## src/design/bdq_pkg.sv

```systemverilog
// bdq_pkg: types, constants and pointer helpers for the bounded deque core
// used by bdq_ram's instance in the top level, by the top level and by its checker
`default_nettype none

package bdq_pkg;

  localparam int DEPTH = 8;
  localparam int PTR_W = (DEPTH > 1) ? $clog2(DEPTH) : 1;
  localparam int CNT_W = $clog2(DEPTH + 1);
  localparam int SUM_W = PTR_W + 1;
  localparam int DATA_W = 32;
  localparam int CMD_W = 3;
  localparam int POS_W = 3;
  localparam int FILL_COUNT_W = 4;

  typedef enum logic [CMD_W-1:0] {
    CMD_PUSH_BACK  = 3'd0,
    CMD_POP_BACK   = 3'd1,
    CMD_CLEAR      = 3'd2,
    CMD_PUSH_FRONT = 3'd3,
    CMD_POP_FRONT  = 3'd4
  } cmd_t;

  typedef enum logic [1:0] {
    ST_OK    = 2'd0,
    ST_FULL  = 2'd1,
    ST_EMPTY = 2'd2
  } status_t;

  typedef enum logic {
    S_IDLE = 1'b0,
    S_LIST = 1'b1
  } state_t;

  typedef struct packed {
    logic [CMD_W-1:0]         command;
    logic signed [DATA_W-1:0] value;
  } req_t;

  typedef struct packed {
    logic signed [DATA_W-1:0]  item;
    logic [POS_W-1:0]          position;
    logic                      has_item;
    logic                      last;
    logic [FILL_COUNT_W-1:0]   fill_count;
    status_t                   status;
  } rsp_t;

  // circular add, offset never exceeds DEPTH
  function automatic logic [PTR_W-1:0] ptr_add(input logic [PTR_W-1:0] base,
                                                input logic [CNT_W-1:0] offset);
    logic [SUM_W-1:0] sum;
    sum = SUM_W'(base) + SUM_W'(offset);
    if (sum >= SUM_W'(DEPTH)) begin
      sum = sum - SUM_W'(DEPTH);
    end
    return sum[PTR_W-1:0];
  endfunction

  function automatic logic [PTR_W-1:0] ptr_dec(input logic [PTR_W-1:0] base);
    logic [PTR_W-1:0] res;
    if (base == '0) begin
      res = PTR_W'(DEPTH - 1);
    end else begin
      res = base - 1'b1;
    end
    return res;
  endfunction

endpackage

`default_nettype wire

```

## src/design/bdq_ram.sv

```systemverilog
// bdq_ram: generic single-write, single-read synchronous ram with registered read
// no dependencies
`default_nettype none

module bdq_ram #(
  parameter int WIDTH = 32,
  parameter int DEPTH = 8,
  localparam int ADDR_W = (DEPTH > 1) ? $clog2(DEPTH) : 1
) (
  input  wire logic              clk,
  input  wire logic              we,
  input  wire logic [ADDR_W-1:0] waddr,
  input  wire logic [WIDTH-1:0]  wdata,
  input  wire logic              re,
  input  wire logic [ADDR_W-1:0] raddr,
  output logic      [WIDTH-1:0]  rdata
);

  logic [WIDTH-1:0] mem [DEPTH];

  always_ff @(posedge clk) begin
    if (we) begin
      mem[waddr] <= wdata;
    end
    if (re) begin
      rdata <= mem[raddr];
    end
  end

endmodule

`default_nettype wire

```

## src/design/bounded_deque_with_listing_core.sv

```systemverilog
// bounded_deque_with_listing_core: circular deque in a ram, lists contents after each command
// depends on bdq_pkg and bdq_ram
//
//   channel | direction | payload | transaction
//   req     | in        | req_t   | req_valid & !req_stall
//   rsp     | out       | rsp_t   | rsp_valid & !rsp_stall
//
// a command is taken in the idle state; the first entry then reaches the output
// register through the ram read register (an empty list goes straight to it), then
// one result per cycle while rsp_stall is low; the ram's single read port paces
// the listing
// req_stall stays high until the last result sits in the output register
// reset clears head, fill and control at once; entries are unknown until written
// rsp_stall holds the output register and the ram read data in place
`default_nettype none

module bounded_deque_with_listing_core
  import bdq_pkg::*;
(
  input  wire logic clk,
  input  wire logic rst,
  input  wire logic req_valid,
  output logic      req_stall,
  input  wire req_t req,
  output logic      rsp_valid,
  input  wire logic rsp_stall,
  output rsp_t      rsp
);

  state_t           state, state_next;
  logic [PTR_W-1:0] head, head_next;
  logic [CNT_W-1:0] fill, fill_next;
  status_t          status, status_next;
  logic [CNT_W-1:0] rd_idx;
  logic [CNT_W-1:0] cap_idx;
  logic             rv;
  logic             ov;

  logic              accept;
  logic              issue;
  logic              cap_fire;
  logic              cap_last;
  logic              we;
  logic [PTR_W-1:0]  waddr;
  logic [PTR_W-1:0]  raddr;
  logic [DATA_W-1:0] rdata;
  logic              full;
  logic              empty;

  assign full  = (fill == CNT_W'(DEPTH));
  assign empty = (fill == '0);

  bdq_ram #(
    .WIDTH(DATA_W),
    .DEPTH(DEPTH)
  ) u_ram (
    .clk  (clk),
    .we   (we),
    .waddr(waddr),
    .wdata(req.value),
    .re   (issue),
    .raddr(raddr),
    .rdata(rdata)
  );

  // command decode
  always_comb begin
    head_next   = head;
    fill_next   = fill;
    status_next = ST_OK;
    we          = 1'b0;
    waddr       = ptr_add(head, fill);
    case (req.command)
      CMD_PUSH_BACK: begin
        if (full) begin
          status_next = ST_FULL;
        end else begin
          we        = 1'b1;
          fill_next = fill + 1'b1;
        end
      end
      CMD_POP_BACK: begin
        if (empty) begin
          status_next = ST_EMPTY;
        end else begin
          fill_next = fill - 1'b1;
        end
      end
      CMD_CLEAR: begin
        fill_next = '0;
      end
      CMD_PUSH_FRONT: begin
        if (full) begin
          status_next = ST_FULL;
        end else begin
          we        = 1'b1;
          head_next = ptr_dec(head);
          waddr     = head_next;
          fill_next = fill + 1'b1;
        end
      end
      CMD_POP_FRONT: begin
        if (empty) begin
          status_next = ST_EMPTY;
        end else begin
          head_next = ptr_add(head, CNT_W'(1));
          fill_next = fill - 1'b1;
        end
      end
      default: begin
      end
    endcase
    we = we & accept;
  end

  // fsm next state
  always_comb begin
    state_next = state;
    case (state)
      S_IDLE: begin
        if (req_valid) begin
          state_next = S_LIST;
        end
      end
      S_LIST: begin
        if (cap_fire && cap_last) begin
          state_next = S_IDLE;
        end
      end
      default: begin
        state_next = S_IDLE;
      end
    endcase
  end

  // fsm outputs
  always_comb begin
    req_stall = 1'b1;
    accept    = 1'b0;
    issue     = 1'b0;
    cap_fire  = 1'b0;
    case (state)
      S_IDLE: begin
        req_stall = 1'b0;
        accept    = req_valid;
      end
      S_LIST: begin
        cap_fire = (!ov || !rsp_stall) && (rv || empty);
        issue    = (rd_idx < fill) && (!rv || cap_fire);
      end
      default: begin
      end
    endcase
  end

  assign raddr    = ptr_add(head, rd_idx);
  assign cap_last = empty || (cap_idx == fill - 1'b1);

  always_ff @(posedge clk) begin
    if (rst) begin
      state   <= S_IDLE;
      head    <= '0;
      fill    <= '0;
      status  <= ST_OK;
      rd_idx  <= '0;
      cap_idx <= '0;
      rv      <= 1'b0;
      ov      <= 1'b0;
    end else begin
      state <= state_next;
      if (accept) begin
        head    <= head_next;
        fill    <= fill_next;
        status  <= status_next;
        rd_idx  <= '0;
        cap_idx <= '0;
      end else begin
        if (issue) begin
          rd_idx <= rd_idx + 1'b1;
        end
        if (cap_fire) begin
          cap_idx <= cap_idx + 1'b1;
        end
      end
      if (issue) begin
        rv <= 1'b1;
      end else if (cap_fire) begin
        rv <= 1'b0;
      end
      if (cap_fire) begin
        ov <= 1'b1;
      end else if (!rsp_stall) begin
        ov <= 1'b0;
      end
    end
  end

  always_ff @(posedge clk) begin
    if (cap_fire) begin
      rsp.item       <= empty ? '0 : rdata;
      rsp.position   <= POS_W'(cap_idx);
      rsp.has_item   <= !empty;
      rsp.last       <= cap_last;
      rsp.fill_count <= FILL_COUNT_W'(fill);
      rsp.status     <= status;
    end
  end

  assign rsp_valid = ov;

endmodule

`default_nettype wire

```

## config.mk

```make
export PLATFORM = sky130hd
export DESIGN_NAME = bounded_deque_with_listing_core
export DESIGN_NICKNAME = d
export VERILOG_FILES = /design/src/design/bdq_pkg.sv /design/src/design/bdq_ram.sv /design/src/design/bounded_deque_with_listing_core.sv
export SDC_FILE = /design/constraint.sdc
export NUM_CORES = 1
export LEC_CHECK = 0
export BUFFER_PORTS_ARGS = -buffer_cell sky130_fd_sc_hd__buf_2
export CAP_MARGIN = 20
export CORE_ASPECT_RATIO = 0.8
export CORE_MARGIN = 3
export CORE_UTILIZATION = 29
export CTS_BUF_LIST = sky130_fd_sc_hd__clkbuf_4 sky130_fd_sc_hd__clkbuf_8 sky130_fd_sc_hd__clkbuf_16
export DETAILED_ROUTE_END_ITERATION = 7
export PLACE_DENSITY = 0.55
export REMOVE_ABC_BUFFERS = 1
export SYNTH_ARGS = -nofsm -noshare
export SYNTH_HDL_FRONTEND = slang
export SYNTH_SLANG_ARGS = --single-unit
```

## constraint.sdc

```tcl
create_clock -name clk -period 6.9 [get_ports clk]
set_input_delay 1.38 -clock clk [delete_from_list [all_inputs] [get_ports clk]]
set_output_delay 1.38 -clock clk [all_outputs]
set_load 0.01 [all_outputs]
```

==> flow_summary.ini <==
[detailed_routing]
drt-met1-wl_um = 14600
wl_um = 30600
via_count = 8077
drtIter0Drc = 721
route.met3.wl_um = 1550
via_per_inst = 4.62
dr_wl_met2_um = 14000
firstDrtPassIters = 5
drt-wirelength-per-cell_um = 17.5
drtAntennaViolNets = 0
remaining_drc_errors = 0
top_layer = met5

[final_layout]
area_delta_synth_final_pct = 17.9
fillCellCount = 4518
final_cell_mix = edfxtp_1, nand2_1, nand3_1
drive_above_1_share_pct = 16.5
diodes = 0
nNetsFinal = 1163
final_common_cell = edfxtp_1

[clock_tree]
cts_tree = built
cts_buffers = 38
cts_hold_buf = 0
cts_buffer_depth = 3
cts_setup_buffers = 0
cts_resized = 0
root_buffer = clkbuf_16
htree_levels = 2
clock_sinks = 351
clkTransAtPathRegs_ns = 0.06
insertion_delay_ns = 0.53

[sta]
whs_ns = 0.438
setup_violations = 0
fin_crit_ns = 3.76
rsz0062_at_grt = no
fmax_ghz = 0.266
post-route-period-util_pct = 54.6
skew_ns = 0.0211
maxSlewViolCount = 0
worst_pin_slew_ns = 1.05
fin_setup_tns_ns = 0
relSlewSlack_pct = 29.9
finalHoldViolations = 0

[critical_path]
path_cells = buf_2 -> xnor2_1 -> nor2b_1 -> nand4_1 -> nor3b_2 -> buf_4
startpoint_type = input port
reg2reg_slack_ns = 3.17
end_kind = flip-flop
worstSetupPathType = in2reg
crit_path_max_fanout = 24
cp_data_required_time_ns = 7.08
crit_path_max_incr_delay_ns = 0.80
crit_arrival_ns = 3.94
crit_buf_inv = 2
crit_path_top_delay_cell = nor3b_2
crit_family = simple AND/OR/NAND/NOR gates

[floorplanning]
placeableCoreArea_mm2 = 0.0464
rows = 70
initial_utilization_pct = 29.8
die_width_um = 250
dieArea_mm2 = 0.0504
die_h_um = 201
top_level_ports = 84

[logic_synthesis]
synthTopCellsByArea = edfxtp_1, nand2_1, nand3_1, dfxtp_1, and4_1
ys_warn_count = 0
synth_top_area_share_pct = 71.7
syn_area_mm2 = 0.0139
avgSynthCellArea_um2 = 13.6
synth_top_area_cell = edfxtp_1
ys_async_sr_fraction_pct = 0
syn_inst = 1021
synthFlopType = edfxtp_1
netlist-cell-type-count = 48
yosysSeqAreaShare_pct = 74.6
synth_seq_cells = 351
synth-edff-count = 331

[placed_design]
routabilityCongestion = 0.770
hpwl_um = 17600
port_buffers = 83

[min_path]
min_path_type = reg2reg

[power_and_ir_drop]
ir_drop_uv = 148
power_leakage_nw = 5.49
power_density_mw_per_mm2 = 295

[flow_run]
cap_violations = 0

[global_routing]
antenna_found_initial = 3
grt_pass1_wl_um = 47300
overflow = 0
grt_max_degree = 69
track_usage_pct = 12.0
grt_pass1_vias = 7751

[outcome]
status = finished clean
## power by group
group          switching [mW]  internal (mW)
combinational           0.218          0.103
clock                   0.800           1.27
sequential             0.0203           2.41
## cell type report
class / count / area, um2 / area share, %
Tap cell: 612 / 766 / 4.69
Clock inverter: 20 / 240 / 1.47
Clock buffer: 48 / 1050 / 6.42
Multi-Input combinational cell: 603 / 3300 / 20.2
Sequential cell: 351 / 10300 / 63.3
Timing Repair Buffer: 104 / 606 / 3.71
Inverter: 11 / 41.3 / 0.253
## final timing paths
path,startpoint,end,cells after the start
min,status[1],rsp[1],0
max,req[33],u_ram.mem[4][21],6
max reg2reg,fill[0],u_ram.mem[4][21],7
min reg2reg,status[1],rsp[1],0
## kinds of logic after synthesis
family                     share of synthesized area, %
buffers and inverters                              2.25
and+or+nand+nor                                    17.9
xor gates and xnor gates                           1.38
AOI/OAI and AO/OA                                  1.82
DFF                                                74.6
muxes                                             0.515
adders and majority gates                          1.46
## state kept, by name, indices dropped and copies added, names as in the netlist
signal       count
rv               1
status           2
state            1
rsp             43
u_ram.rdata     32
rd_idx           4
rsp_valid        1
u_ram.mem      256
head             3
cap_idx          4
fill             4
## worst register-to-register path: stages (launching register included)
cell and delay [ns]:
dfxtp_1 0.50, inv_1 0.16, ha_1 0.25, nand3b_1 0.16, and4b_1 0.37, mux2i_1 0.61
nor3b_2 0.80, buf_4 0.52
## metal layers
layer / GRT usage [%] / vias to the layer above
met5: 0 / -
met1: 17.3 / 3982
met2: 18.5 / 185
li1: - / 3859
met3: 2.74 / 45
met4: 2.49 / 6
## metrics by stage
| step | power (mW) | area (um2) | util (%) | instances | setup slack (ns) |
|---|---|---|---|---|---|
| 3_3_place_gp | 2.80 | 15000 | 32.3 | 1679 | 2.67 |
| 5_1_grt | 5.02 | 16300 | 35.2 | 1749 | 2.92 |
| 3_5_place_dp | 2.80 | 15000 | 32.4 | 1680 | 2.59 |
| 2_1_floorplan | 2.66 | 13600 | - | 965 | 0.424 |
| 4_1_cts | 4.90 | 16300 | 35.2 | 1748 | 3.11 |
| 6_report | 4.82 | 16300 | 35.2 | 1749 | 3.14 |
## synthesized netlist by cell type, drive strengths merged, types with 2 or more instances
| cell | instances |
|---|---|
| a21oi | 12 |
| o21ai | 6 |
| ha | 13 |
| nand2 | 263 |
| nor3 | 6 |
| inv | 11 |
| xor2 | 3 |
| nand3 | 135 |
| nor3b | 8 |
| a211oi | 4 |
| nand3b | 2 |
| nand4 | 2 |
| a221oi | 2 |
| nand2b | 4 |
| clkbuf | 18 |
| nor2b | 41 |
| buf | 38 |
| xnor2 | 18 |
| and4 | 32 |
| nor2 | 23 |
| dfxtp | 20 |
| mux2i | 6 |
| or3 | 2 |
| fa | 2 |
| edfxtp | 331 |
| a22oi | 3 |
(Power assumes the default switching activity.)
